--- src/rtl/tomx_pkg.sv ---
// Package: shared widths, constants, register indexes and the type tag for the extractor.
`default_nettype none
package tomx_pkg;

	localparam int TAG_LENGTH_DEF    = 11;
	localparam int MAX_WORDS_DEF     = 16;
	localparam int POSITION_BITS_DEF = 11;
	localparam int TAG_CAP           = 16;

	localparam int START_W  = 11;
	localparam int GAP_W    = 6;
	localparam int TOTAL_W  = 5;
	localparam int BYTE_W   = 8;
	localparam int WORD_W   = 32;
	localparam int INDEX_W  = 4;
	localparam int CFG_IDX_W  = 2;
	localparam int CFG_DATA_W = 11;

	localparam logic [START_W-1:0] FIRST_START_RST = 11'd20;
	localparam logic [START_W-1:0] LAST_START_RST  = 11'd99;
	localparam logic [GAP_W-1:0]   GAP_BYTES_RST   = 6'd8;
	localparam logic [TOTAL_W-1:0] WORD_TOTAL_RST  = 5'd10;

	// "siiffffffff", zero padded
	localparam logic [BYTE_W-1:0] TAG_CHARS [TAG_CAP] = '{
		8'h73, 8'h69, 8'h69, 8'h66, 8'h66, 8'h66, 8'h66, 8'h66,
		8'h66, 8'h66, 8'h66, 8'h00, 8'h00, 8'h00, 8'h00, 8'h00
	};

	typedef enum logic [CFG_IDX_W-1:0] {
		REG_FIRST_START = 2'd0,
		REG_LAST_START  = 2'd1,
		REG_GAP_BYTES   = 2'd2,
		REG_WORD_TOTAL  = 2'd3
	} cfg_reg_t;

	typedef enum logic [3:0] {
		PH_SEARCH  = 4'b0001,
		PH_SKIP    = 4'b0010,
		PH_COLLECT = 4'b0100,
		PH_DONE    = 4'b1000
	} phase_t;

endpackage
`default_nettype wire

--- src/rtl/tomx_in_if.sv ---
// Interface: packet byte request channel.
`default_nettype none
interface tomx_in_if;
	logic                          valid;
	logic                          ready;
	logic [tomx_pkg::BYTE_W-1:0]   data_byte;
	logic                          end_of_packet;

	modport source (output valid, output data_byte, output end_of_packet, input ready);
	modport sink   (input valid, input data_byte, input end_of_packet, output ready);
endinterface
`default_nettype wire

--- src/rtl/tomx_out_if.sv ---
// Interface: attribute word result channel.
`default_nettype none
interface tomx_out_if;
	logic                          valid;
	logic                          ready;
	logic [tomx_pkg::WORD_W-1:0]   attribute_word;
	logic [tomx_pkg::INDEX_W-1:0]  word_index;
	logic                          last_word;

	modport source (output valid, output attribute_word, output word_index,
		output last_word, input ready);
	modport sink   (input valid, input attribute_word, input word_index,
		input last_word, output ready);
endinterface
`default_nettype wire

--- src/rtl/tomx_cfg_if.sv ---
// Interface: configuration register write channel.
`default_nettype none
interface tomx_cfg_if;
	logic                              valid;
	logic                              ready;
	logic [tomx_pkg::CFG_IDX_W-1:0]    index;
	logic [tomx_pkg::CFG_DATA_W-1:0]   data;

	modport source (output valid, output index, output data, input ready);
	modport sink   (input valid, input index, input data, output ready);
endinterface
`default_nettype wire

--- src/rtl/tuio_object_message_extractor_core.sv ---
// Top level: tag search, gap skip and big-endian attribute word packing.
//
// channel   dir  payload                                   request when
// pkt_in    in   data_byte[7:0], end_of_packet             valid && ready
// attr_out  out  attribute_word[31:0], word_index[3:0],    valid && ready
//                last_word
// cfg       in   index[1:0], data[10:0]                    valid && ready
//
// One byte per cycle; the byte is processed in its accept cycle and a word,
// if any, lands in the output register for the next cycle.
// pkt_in.ready drops only while the output register holds a word not taken.
// cfg.ready is always high; writes take effect at the next byte.
// arst_n clears state and loads the default register values.
`default_nettype none
module tuio_object_message_extractor_core #(
	parameter int TAG_LENGTH    = tomx_pkg::TAG_LENGTH_DEF,
	parameter int MAX_WORDS     = tomx_pkg::MAX_WORDS_DEF,
	parameter int POSITION_BITS = tomx_pkg::POSITION_BITS_DEF
) (
	input  wire            clk,
	input  wire            arst_n,
	tomx_in_if.sink        pkt_in,
	tomx_out_if.source     attr_out,
	tomx_cfg_if.sink       cfg
);

	localparam int CMP_W = (POSITION_BITS > tomx_pkg::START_W) ? POSITION_BITS
		: tomx_pkg::START_W;

	logic [tomx_pkg::START_W-1:0] first_start_q, last_start_q;
	logic [tomx_pkg::GAP_W-1:0]   gap_bytes_q;
	logic [tomx_pkg::TOTAL_W-1:0] word_total_q;

	logic [POSITION_BITS-1:0]     pos_q, pos_d;
	logic [tomx_pkg::BYTE_W-1:0]  recent_q [TAG_LENGTH];
	logic [tomx_pkg::BYTE_W-1:0]  recent_d [TAG_LENGTH];
	tomx_pkg::phase_t             phase_q, phase_d;
	logic [tomx_pkg::GAP_W-1:0]   skip_q, skip_d;
	logic [23:0]                  builder_q, builder_d;
	logic [1:0]                   biw_q, biw_d;
	logic [tomx_pkg::INDEX_W-1:0] wcnt_q, wcnt_d;

	logic                         out_valid_q;
	logic [tomx_pkg::WORD_W-1:0]  out_word_q;
	logic [tomx_pkg::INDEX_W-1:0] out_index_q;
	logic                         out_last_q;

	logic                         acc;
	logic                         emit, emit_last;
	logic [tomx_pkg::TOTAL_W-1:0] eff_total;
	logic [POSITION_BITS-1:0]     start;
	logic                         in_window, tag_hit;
	logic [tomx_pkg::GAP_W-1:0]   skip_inc;

	assign pkt_in.ready = !out_valid_q || attr_out.ready;
	assign acc          = pkt_in.valid && pkt_in.ready;
	assign cfg.ready    = 1'b1;

	assign attr_out.valid          = out_valid_q;
	assign attr_out.attribute_word = out_word_q;
	assign attr_out.word_index     = out_index_q;
	assign attr_out.last_word      = out_last_q;

	assign eff_total = (word_total_q > tomx_pkg::TOTAL_W'(MAX_WORDS))
		? tomx_pkg::TOTAL_W'(MAX_WORDS) : word_total_q;
	assign start     = pos_q - POSITION_BITS'(TAG_LENGTH - 1);
	assign in_window = (CMP_W'(start) >= CMP_W'(first_start_q))
		&& (CMP_W'(start) <= CMP_W'(last_start_q));
	assign skip_inc  = skip_q + tomx_pkg::GAP_W'(1);
	assign emit_last = ({1'b0, wcnt_q} + tomx_pkg::TOTAL_W'(1)) >= eff_total;

	always_comb begin
		// shift line: oldest byte at index 0
		for (int i = 0; i < TAG_LENGTH - 1; i++) begin
			recent_d[i] = recent_q[i+1];
		end
		recent_d[TAG_LENGTH-1] = pkt_in.data_byte;

		tag_hit = (pos_q >= POSITION_BITS'(TAG_LENGTH - 1)) && in_window;
		for (int i = 0; i < TAG_LENGTH; i++) begin
			if (recent_d[i] != tomx_pkg::TAG_CHARS[i]) tag_hit = 1'b0;
		end
	end

	always_comb begin
		phase_d   = phase_q;
		skip_d    = skip_q;
		builder_d = builder_q;
		biw_d     = biw_q;
		wcnt_d    = wcnt_q;
		emit      = 1'b0;
		pos_d     = (pos_q != {POSITION_BITS{1'b1}}) ? pos_q + POSITION_BITS'(1) : pos_q;

		case (phase_q)
			tomx_pkg::PH_SEARCH: begin
				if (tag_hit) begin
					skip_d    = '0;
					biw_d     = '0;
					builder_d = '0;
					wcnt_d    = '0;
					if (eff_total == '0) phase_d = tomx_pkg::PH_DONE;
					else if (gap_bytes_q == '0) phase_d = tomx_pkg::PH_COLLECT;
					else phase_d = tomx_pkg::PH_SKIP;
				end
			end
			tomx_pkg::PH_SKIP: begin
				skip_d = skip_inc;
				// a wrapped counter also ends the gap
				if (skip_inc >= gap_bytes_q || skip_inc == '0) phase_d = tomx_pkg::PH_COLLECT;
			end
			tomx_pkg::PH_COLLECT: begin
				if (biw_q == 2'd3) begin
					emit      = 1'b1;
					builder_d = '0;
					biw_d     = '0;
					wcnt_d    = wcnt_q + tomx_pkg::INDEX_W'(1);
					if (emit_last) phase_d = tomx_pkg::PH_DONE;
				end else begin
					builder_d = {builder_q[15:0], pkt_in.data_byte};
					biw_d     = biw_q + 2'd1;
				end
			end
			tomx_pkg::PH_DONE: begin
			end
			default: begin
				phase_d = tomx_pkg::PH_SEARCH;
			end
		endcase
	end

	always_ff @(posedge clk or negedge arst_n) begin
		if (!arst_n) begin
			first_start_q <= tomx_pkg::FIRST_START_RST;
			last_start_q  <= tomx_pkg::LAST_START_RST;
			gap_bytes_q   <= tomx_pkg::GAP_BYTES_RST;
			word_total_q  <= tomx_pkg::WORD_TOTAL_RST;
		end else if (cfg.valid) begin
			case (tomx_pkg::cfg_reg_t'(cfg.index))
				tomx_pkg::REG_FIRST_START: first_start_q <= cfg.data[tomx_pkg::START_W-1:0];
				tomx_pkg::REG_LAST_START:  last_start_q  <= cfg.data[tomx_pkg::START_W-1:0];
				tomx_pkg::REG_GAP_BYTES:   gap_bytes_q   <= cfg.data[tomx_pkg::GAP_W-1:0];
				tomx_pkg::REG_WORD_TOTAL:  word_total_q  <= cfg.data[tomx_pkg::TOTAL_W-1:0];
				default: begin
				end
			endcase
		end
	end

	always_ff @(posedge clk or negedge arst_n) begin
		if (!arst_n) begin
			pos_q     <= '0;
			phase_q   <= tomx_pkg::PH_SEARCH;
			skip_q    <= '0;
			builder_q <= '0;
			biw_q     <= '0;
			wcnt_q    <= '0;
			for (int i = 0; i < TAG_LENGTH; i++) recent_q[i] <= '0;
		end else if (acc) begin
			if (pkt_in.end_of_packet) begin
				pos_q     <= '0;
				phase_q   <= tomx_pkg::PH_SEARCH;
				skip_q    <= '0;
				builder_q <= '0;
				biw_q     <= '0;
				wcnt_q    <= '0;
				for (int i = 0; i < TAG_LENGTH; i++) recent_q[i] <= '0;
			end else begin
				pos_q     <= pos_d;
				phase_q   <= phase_d;
				skip_q    <= skip_d;
				builder_q <= builder_d;
				biw_q     <= biw_d;
				wcnt_q    <= wcnt_d;
				for (int i = 0; i < TAG_LENGTH; i++) recent_q[i] <= recent_d[i];
			end
		end
	end

	always_ff @(posedge clk or negedge arst_n) begin
		if (!arst_n) begin
			out_valid_q <= 1'b0;
		end else if (pkt_in.ready) begin
			out_valid_q <= acc && emit;
		end
	end

	always_ff @(posedge clk) begin
		if (acc && emit) begin
			out_word_q  <= {builder_q, pkt_in.data_byte};
			out_index_q <= wcnt_q;
			out_last_q  <= emit_last;
		end
	end

	a_eop_clears_pos: assert property (@(posedge clk) disable iff (!arst_n)
		acc && pkt_in.end_of_packet |=> pos_q == '0)
		else $error("position not cleared after end of packet");

	a_search_idle: assert property (@(posedge clk) disable iff (!arst_n)
		phase_q == tomx_pkg::PH_SEARCH |-> wcnt_q == '0 && biw_q == '0 && skip_q == '0)
		else $error("word state busy while searching");

	a_last_to_done: assert property (@(posedge clk) disable iff (!arst_n)
		acc && emit && emit_last && !pkt_in.end_of_packet |=> phase_q == tomx_pkg::PH_DONE)
		else $error("final word did not end collection");

	a_pos_monotonic: assert property (@(posedge clk) disable iff (!arst_n)
		acc && !pkt_in.end_of_packet |=> pos_q >= $past(pos_q))
		else $error("position went backward within a packet");

	a_skip_no_bytes: assert property (@(posedge clk) disable iff (!arst_n)
		phase_q == tomx_pkg::PH_SKIP |-> biw_q == '0 && wcnt_q == '0)
		else $error("bytes packed during gap");

endmodule
`default_nettype wire

--- src/flat_wrapper.sv ---
// flat-port wrapper written by rule: the top's interface ports become plain ports
module tuio_object_message_extractor_core_flat 
#(
	parameter int TAG_LENGTH    = tomx_pkg::TAG_LENGTH_DEF,
	parameter int MAX_WORDS     = tomx_pkg::MAX_WORDS_DEF,
	parameter int POSITION_BITS = tomx_pkg::POSITION_BITS_DEF
)
  (clk, arst_n, pkt_in_valid, pkt_in_data_byte, pkt_in_end_of_packet, pkt_in_ready, attr_out_valid, attr_out_attribute_word, attr_out_word_index, attr_out_last_word, attr_out_ready, cfg_valid, cfg_index, cfg_data, cfg_ready);
  tomx_in_if pkt_in_i ();
  tomx_out_if attr_out_i ();
  tomx_cfg_if cfg_i ();
  input  wire clk;
  input  wire arst_n;
  input wire logic [$bits(pkt_in_i.valid)-1:0] pkt_in_valid;
  input wire logic [$bits(pkt_in_i.data_byte)-1:0] pkt_in_data_byte;
  input wire logic [$bits(pkt_in_i.end_of_packet)-1:0] pkt_in_end_of_packet;
  output wire logic [$bits(pkt_in_i.ready)-1:0] pkt_in_ready;
  output wire logic [$bits(attr_out_i.valid)-1:0] attr_out_valid;
  output wire logic [$bits(attr_out_i.attribute_word)-1:0] attr_out_attribute_word;
  output wire logic [$bits(attr_out_i.word_index)-1:0] attr_out_word_index;
  output wire logic [$bits(attr_out_i.last_word)-1:0] attr_out_last_word;
  input wire logic [$bits(attr_out_i.ready)-1:0] attr_out_ready;
  input wire logic [$bits(cfg_i.valid)-1:0] cfg_valid;
  input wire logic [$bits(cfg_i.index)-1:0] cfg_index;
  input wire logic [$bits(cfg_i.data)-1:0] cfg_data;
  output wire logic [$bits(cfg_i.ready)-1:0] cfg_ready;
  assign pkt_in_i.valid = pkt_in_valid;
  assign pkt_in_i.data_byte = pkt_in_data_byte;
  assign pkt_in_i.end_of_packet = pkt_in_end_of_packet;
  assign pkt_in_ready = pkt_in_i.ready;
  assign attr_out_valid = attr_out_i.valid;
  assign attr_out_attribute_word = attr_out_i.attribute_word;
  assign attr_out_word_index = attr_out_i.word_index;
  assign attr_out_last_word = attr_out_i.last_word;
  assign attr_out_i.ready = attr_out_ready;
  assign cfg_i.valid = cfg_valid;
  assign cfg_i.index = cfg_index;
  assign cfg_i.data = cfg_data;
  assign cfg_ready = cfg_i.ready;
  tuio_object_message_extractor_core #(.TAG_LENGTH(TAG_LENGTH), .MAX_WORDS(MAX_WORDS), .POSITION_BITS(POSITION_BITS)) u_core (.clk(clk), .arst_n(arst_n), .pkt_in(pkt_in_i), .attr_out(attr_out_i), .cfg(cfg_i));
endmodule
--- config.mk ---
export PLATFORM = sky130hd
export DESIGN_NAME = tuio_object_message_extractor_core_flat
export DESIGN_NICKNAME = d
export VERILOG_FILES = /design/src/rtl/tomx_pkg.sv /design/src/rtl/tomx_in_if.sv /design/src/rtl/tomx_out_if.sv /design/src/rtl/tomx_cfg_if.sv /design/src/rtl/tuio_object_message_extractor_core.sv /design/src/flat_wrapper.sv
export SDC_FILE = /design/constraint.sdc
export NUM_CORES = 1
export LEC_CHECK = 0
export ABC_AREA = 0
export ABC_CLOCK_PERIOD_IN_PS = 10100
export BUFFER_PORTS_ARGS = -buffer_cell sky130_fd_sc_hd__clkbuf_2
export CORE_UTILIZATION = 65
export DETAILED_ROUTE_END_ITERATION = 7
export PLACE_DENSITY_LB_ADDON = 0.12
export SLEW_MARGIN = 20
export SYNTH_ARGS = -nofsm -noshare
export SYNTH_HDL_FRONTEND = slang
export SYNTH_SLANG_ARGS = --single-unit
--- constraint.sdc ---
create_clock -name clk -period 10.1 [get_ports clk]
set_input_delay 2.02 -clock clk [delete_from_list [all_inputs] [get_ports clk]]
set_output_delay 2.02 -clock clk [all_outputs]
set_load 0.02 [all_outputs]
==> impl_summary.md, run 1 <==
Logic synthesis
Counting flops and latches in the post-synthesis netlist gives 202. The distinct cell type count of the synthesized netlist is 53. Yosys attributes the largest share of cell area to dfrtp_1 41%, edfxtp_1 12%, nand2_1 8.8%. The share of synthesized area occupied by flip-flops and latches is between 50 and 60%. Counting instances in the post-synthesis netlist gives the leading cell types as 220 x nand2_1, 155 x dfrtp_1, 108 x o21ai_0. The count of flip-flops with a built-in enable after synthesis is 37. The total number of yosys warnings is 0.

The number of nets produced by synthesis is roughly 1000. The area share of the largest cell type after synthesis is between 40% and 50%. Synthesis handed over a netlist of between 900 and 1k instances. In this run the cell area of the synthesized design comes to approximately 9400 sq um. By instance count, the leading cell after synthesis is nand2_1. The mean post-synth cell area is around 10 sq um. The largest total area in the synthesized netlist belongs to dfrtp_1. The share of flip-flops with an asynchronous set or reset after synthesis is 81.7%. Among all flip-flop cells after synthesis, the most frequent one is dfrtp_1.

GRT
Entering global routing, the biggest net connects 131 pins. The number of global-route vias before repair is 6515. The first-pass GRT wire length is roughly 32000 um.

The number of antenna violations at the first check in global routing is 0. The overall global routing resource usage is about 28%. The total congestion overflow is 0.

Timing
For the finished layout, the period the worst path requires is ~4.5 ns. For the final database, setup skew stands at ~0.0081 ns. The relative max-transition margin is 29.5%. The highest attainable clock frequency is 0.222 GHz. Setup violations remaining at the end of the flow were counted as 0.

The hold violation total from the final report is 0. The measured slew at the worst slew-check pin is 1.05 ns. After layout, the worst path uses roughly 45% of the clock period. The total negative slack is 0 ns. Setup repair after global routing left no endpoint under its margin.

The total count of max-transition violations in the final report came to 0.

Critical path
The kind of start point of the critical path is an input pin. The largest individual stage delay along the critical path comes from the cell clkbuf_2. The critical path goes through clkbuf_2 > nand2b_1 > clkbuf_2.

The kind of cell adding the most delay to the critical path is buffers and inverters. In this run the worst path has a maximum fanout of 4. The critical path is of the in -> out type. Counting stages on the worst path, the most repeated cell is clkbuf_2. The number of buffers and inverters on the critical path is 2. The endpoint type of the worst setup path is a primary output. The critical path crosses 3 cells after its start point. In this design, the stage delay of the slowest critical-path cell is 0.21 ns.

The required time of the critical path is 8.08 ns. Data on the critical path arrives at its endpoint at 2.49 ns. The worst register-to-register path has a depth of 11.

Floorplan
The initial cell density of the core is between 60 and 70%. During I/O placement, the number of pins put on the boundary was 67. The die area is 14900 sq um.

After floorplanning, the core was divided into between 40 and 50 placement rows. The chip width is between 100 and 150 um. The die is between 100 and 150 um tall.

The core region is roughly 14000 sq um.

Drt
The total routed wirelength is 19700 um. The first routing iteration left 643 violations. The first TritonRoute pass finished after 5 iterations. In the routed layout, each cell is associated on average with a via count of 5.87.

The residual antenna-violating net count after detailed routing is 0. After detailed routing, the number of remaining DRC violations is 0. The routed layout has 6779 vias. The average routed wire per standard cell is between 15 and 20 um.

CTS
The tree is rooted in a clkbuf_16. The sink count of the clock tree is 202. The clock tree from TritonCTS is yes.

In this run, CTS created clock tree buffers numbering 21. After clock tree synthesis, the setup repair step added 0 buffers. Clock latency on the worst-skew pair, taken at its later pin, is 0.49 ns.

CTS built an H-tree with a depth of 1. The number of instances resized during post-cts repair is 0. The buffer depth of the longest clock path is 3. Clock-pin slew was measured on the worst setup and hold paths at 0.06 ns. The cts-stage hold buffer count is 0.

Flow run
The reported max-cap violation count is 0.

Worst hold path
The worst hold path passes through 0 cells. The worst hold path class is reg -> reg.

Cells and area
The post-route netlist has 15.6% of its cells at a drive strength greater than 1. The final net count is 1027. After routing the design area is 10500 sq um. Relative to the synthesized area, the layout overhead comes to 12.5%. The number of antenna cells inserted is 0.

Place
The placed instances occupy a cell area of 9790 sq um. The detailed-placement wirelength estimate is about 13000 um. The port buffer count is 65. Routability-driven placement finished with a final weighted congestion of 0.882.

Power and ir drop
In this run the static leakage power is 0.00460 uW. IR analysis of the VDD net gives a maximum drop of ~0.15 mV. Dividing total power by cell area gives a power density of 192 nW/um^2.

Status
The run finished with clean final reports.
[area by class of cell]
cell class                 instances  area (sq um)
sequential                       202          5250
clock buffer                      28           572
clock inverter                    10           158
multi-input combinational        604          3720
fill                             941          3460
tap                              180           225
timing repair buffer              70           369
inverter                          61           229
[cells in the final DEF (no fill, tap or decap), types with 3 or more instances in the layout]
master / count
nor4bb_1: 8
nand2_1: 219
a211oi_1: 5
o41ai_1: 5
mux2_2: 24
mux2i_1: 25
mux2_4: 3
clkbuf_1: 5
nand4_1: 14
a21oi_1: 13
dfrtp_1: 155
nor4b_1: 4
nor3_1: 8
nor4_1: 6
edfxtp_1: 37
or3_1: 4
clkbuf_2: 64
bufinv_16: 4
ha_1: 40
and4b_1: 4
nand2b_1: 5
a22o_1: 3
buf_4: 5
xnor2_1: 11
nor2_1: 28
inv_1: 60
nor2b_1: 5
a211o_1: 3
a31oi_1: 4
xor2_1: 10
dfstp_2: 10
clkbuf_16: 21
o21ai_0: 108
nand3_1: 15
[worst register-to-register path, cell delays in order, from the launching register on]
cell	delay, ns
dfrtp_1	0.47
nor4_1	0.40
nor3b_1	0.58
xor2_1	0.28
ha_1	0.30
nand4_1	0.15
nor2_1	0.09
a211o_1	0.26
o32a_1	0.46
nor3_2	0.21
buf_4	0.43
mux2_2	0.39
[metal layers]
metal	up-vias	GRT usage (%)	part of all wire, %
met1	3293	39.8	45
met5	-	0	0
met4	0	9.34	2.9
met3	54	4.87	6.4
li1	3218	-	-
met2	214	42.8	46
[registers in the layout, summed over array words and instances, names as in the netlist]
register	cells
u_core.phase_q	4
u_core.attr_out.attribute_word	32
u_core.first_start_q	11
u_core.builder_q	24
u_core.attr_out.valid	1
u_core.biw_q	2
u_core.attr_out.last_word	1
u_core.last_start_q	11
u_core.word_total_q	5
u_core.wcnt_q	4
u_core.skip_q	6
u_core.attr_out.word_index	4
u_core.pos_q	11
u_core.recent_d	80
u_core.gap_bytes_q	6
[logic make-up after synthesis]
group	synth area share [%]
compound gates	9.44
buf+inv	4.43
fa+ha+maj	5.35
mux	6.04
other cells	0.0401
xor+xnor	1.97
simple gates	16.6
flops	56.1
[stage by stage]
stage / setup WS [ns] / hold WS [ns] / power, uW / utilization (%) / cells
after floorplan: 5.25 / 0.425 / 1140 / - / 911
after global placement: 5.52 / 0.431 / 1200 / 70.0 / 1117
after detailed placement: 5.48 / 0.433 / 1220 / 70.0 / 1117
after CTS: 5.58 / 0.447 / 2030 / 75.2 / 1155
after global routing: 5.56 / 0.474 / 2100 / 75.3 / 1155
final: 5.59 / 0.453 / 2020 / 75.3 / 1155
[path summary, 6_finish.rpt]
path	start	end	slack [ns]
setup / recovery	attr_out_ready	pkt_in_ready	5.59
hold / removal	u_core.builder_q[16]	u_core.attr_out.attribute_word[24]	0.45
setup reg to reg	u_core.pos_q[5]	u_core.biw_q[0]	5.95
hold reg to reg	u_core.builder_q[16]	u_core.attr_out.attribute_word[24]	0.45
max in group asynchronous	arst_n	u_core.pos_q[2]	7.03
min in group asynchronous	arst_n	u_core.pos_q[4]	1.61
[report_power, final]
group	internal, uW	switching, uW	leakage [uW]	total (uW)
combinational	122	175	0.00171	297
clock	502	308	0.000350	809
sequential	876	36.6	0.00255	913
Note: power is estimated with default switching activity, not from simulation.
==> run 2: changes to the inputs <==
- ABC_CLOCK_PERIOD_IN_PS: 10100 -> 4500
- CORE_UTILIZATION: 65 -> 60
- clock period: 10.1 -> 4.5 ns (I/O delays scaled with it)
==> run 2 against run 1 <==
Routed wire length is 5.4% lower. Final cell count is 0.78% higher. Clock power rose by 110%. Via count is 3.7% lower. Count of clock-buffer cells in the layout shrank 5. Global-route usage shrank 3.2 points. Die area rose by 8.2%. Non-clock buffer count grew 1. Worst setup slack worse by 4.9 ns. Combinational power increased by 120%.
==> impl_summary.md, run 2 (same netlist as run 1, synthesis figures left out) <==
Status
The run finished with clean final reports.

Place
The detailed-placement wirelength estimate is 12700 um (-4.7%). The port buffer count is 65 (unchanged). The weighted congestion at the end of routability-driven global placement came to 0.855 (-3.1%).

Worst hold path
The worst hold path belongs to the class in -> async.

Drt
The detailed router's first-iteration violation count is 425 (-34%). The number of optimization iterations in the first detailed-route pass is 5 (unchanged). The routed via count is 6526 (-3.7%). The residual antenna-violating net count after detailed routing came to 0 (unchanged). The average vias per placed instance is 5.61 (-4.5%).

The remaining design rule violation count is 0 (unchanged). The total routed wirelength was 18700 um (-5.4%). The detailed-routed wire length on met2 is 8630 um (-5.1%). The detailed-routed wire length on met3 was 745 um (-41%). The top routing layer in use is met4. The routed length on met1 was 8970 um (+1.8%).

The average routed wire per standard cell is 16.0 um (-6.1%).

Critical path
The most critical setup path has its endpoint at u_core.phase_q[1]. The length in cells of the worst reg-to-reg path is 10 (-1). The largest incremental delay on the critical path is 0.65 ns (+0.44 ns).

The start-to-end type of the worst setup path is reg -> reg. The worst setup path is captured at a flop. The maximum net fanout on the critical path is 12 (+8). The worst setup path is launched from a flop.

The worst register-to-register path ends at u_core.phase_q[1]. The slowest stage of the critical path is the or4_4 cell. The signal on the critical path passes through nor4_1 > nor3b_1 > xor2_1 > ha_1 > nand4_1 > nor2_1 > a211o_1 > o32a_1 > or4_4 > mux2_4. The reg2reg setup slack is 0.74 ns (-5.21 ns). The launch point of the worst reg-to-reg path is u_core.pos_q[5]. In this run the worst setup path begins at u_core.pos_q[5]. The required time of the critical path was 4.88 ns (-3.20 ns). The critical path data arrival time is 4.14 ns (+1.65 ns).

Floorplan
The number of rows in the core area is 45 (+4.7%). The chip width is 127 um (+4.0%). The die area is 16100 sq um (+8.2%). The initial cell density of the core is 61.6% (-5.3 points). The standard cell core area came to 15200 sq um (+8.7%).

The number of I/O pins is 67 (unchanged). The height of the die came to 127 um (+4.0%).

CTS
The TritonCTS buffer count was 21 (unchanged). The total setup buffers inserted after CTS was 0 (unchanged). The number of H-tree branching levels was 1 (unchanged). The clock root buffer is clkbuf_16. The sink count of the clock tree is 202 (unchanged).

The number of instances resized during post-cts repair came to 0 (unchanged). The clock tree from TritonCTS is yes. The clock latency on the worst-skew pair was 0.50 ns (about the same). The cts-stage hold buffer count is 0 (unchanged). The clock-pin slew reported for the worst setup and hold paths after clock tree synthesis is 0.06 ns (about the same). The buffer depth of the longest clock path is 3 (unchanged).

GRT
The total congestion overflow came to 0 (unchanged). The overall global routing resource usage is 24.5% (-3.2 points). The number of global-route vias before repair is 6463 (-0.80%). The number of antenna violations at the first check in global routing is 0 (unchanged). The first-pass GRT wire length is 31700 um (-2.2%). The largest net degree at the start of global routing came to 89 (-32%).

Power and ir drop
The static leakage power came to 0.00458 uW (-0.40%). The maximum ir drop on the vdd rail is 0.272 mV (+88%). The power density relative to cell area is 416 nW/um^2 (+120%).

Timing
The relative max-transition margin is 33.1% (+3.6 points). In the finished design, the share of the clock period the worst path needs comes to 83.6%. The total negative slack is 0 ns (unchanged). Setup repair after global routing left no endpoint under its margin. The worst clock skew is 0.00870 ns (+0.000561 ns). The measured slew at the worst slew-check pin came to 1.00 ns (-0.0537 ns). The worst path needs 3.76 ns of the cycle, external delays included. The hold violation total from the final report came to 0 (unchanged). The total of endpoints with negative setup slack in the final report was 0 (unchanged). The total count of max-transition violations in the final report was 0 (unchanged). The highest attainable clock frequency is about 0.27 GHz.

Cells and area
The number of antenna cells inserted is 0 (unchanged). The area growth from synthesis to layout is 12.2%. In the layout the commonest cells are 219 x nand2_1, 155 x dfrtp_1, 108 x o21ai_0. The final standard cell utilization of the core is 69.1% (-6.2 points). The share of layout cells above drive strength 1 is 15.7% (+0.086 points).

The final net count is 1028 (+0.097%). The number of flip-flops under the largest register name is 80 (unchanged). The commonest non-fill, non-tap cell in the layout is nand2_1.

Flow run
The reported max-cap violation count is 0 (unchanged).
==> run 2: cell count changes in the layout (fill, tap and decap cells not counted) <==
cell       change
buf_12         +2
buf_4          -1
clkinv_1       +4
clkbuf_8       -1
clkinv_4       +3
bufinv_16      -3
clkbuf_1       -4
inv_6          +1
==> run 2: area by class of cell <==
cell class              count  area (sq um)
flip-flops and latches    202          5250
fillers                  1160          4700
multi-input cells         604          3720
clock buffers              23           543
repair buffers             71           402
well taps                 188           235
inverters                  61           229
clock inverters            15           118
==> run 2: worst max-delay path, delay by kind of cell, from the launching register on <==
family / cells / cell delay, ns
AOI/OAI and AO/OA: 2 / 0.71
xor gates and xnor gates: 1 / 0.25
adders and majority gates: 1 / 0.29
DFF: 1 / 0.46
muxes: 1 / 0.32
and+or+nand+nor: 5 / 1.61
==> run 2: metrics by stage <==
step / hold WS, ns / cells / setup slack [ns] / cell area (sq um) / power (uW)
2_1_floorplan: 0.425 / 911 / 0.771 / 9360 / 2550
3_3_place_gp: 0.431 / 1126 / 0.928 / 9830 / 2700
3_5_place_dp: 0.436 / 1126 / 0.792 / 9830 / 2740
4_1_cts: 0.445 / 1164 / 0.777 / 10500 / 4410
5_1_grt: 0.456 / 1164 / 0.408 / 10500 / 4570
6_report: 0.412 / 1164 / 0.738 / 10500 / 4370
==> run 2: layer usage <==
layer  up-vias  GRT usage [%]
met5         -              0
met1      3161           35.3
met4         0           6.09
met2       119           39.5
li1       3224              -
met3        22           3.46
==> run 2: worst min-delay path by stage <==
stage / start / slack (ns) / depth (start not counted) / endpoint
after global placement: u_core.builder_q[19] / 0.43 / 0 / u_core.attr_out.attribute_word[27]
after CTS: arst_n / 0.45 / 1 / u_core.builder_q[23]
final: arst_n / 0.41 / 1 / u_core.builder_q[15]
after floorplan: u_core.builder_q[16] / 0.42 / 0 / u_core.attr_out.attribute_word[24]
after global routing: u_core.builder_q[18] / 0.46 / 0 / u_core.attr_out.attribute_word[26]
after detailed placement: u_core.builder_q[16] / 0.44 / 0 / u_core.attr_out.attribute_word[24]
==> run 2: power breakdown <==
group	internal (uW)	switching (uW)	leakage, uW
logic	282	378	0.00172
clock network	938	722	0.000319
registers	1970	81.5	0.00255
total	3190	1180	0.00458
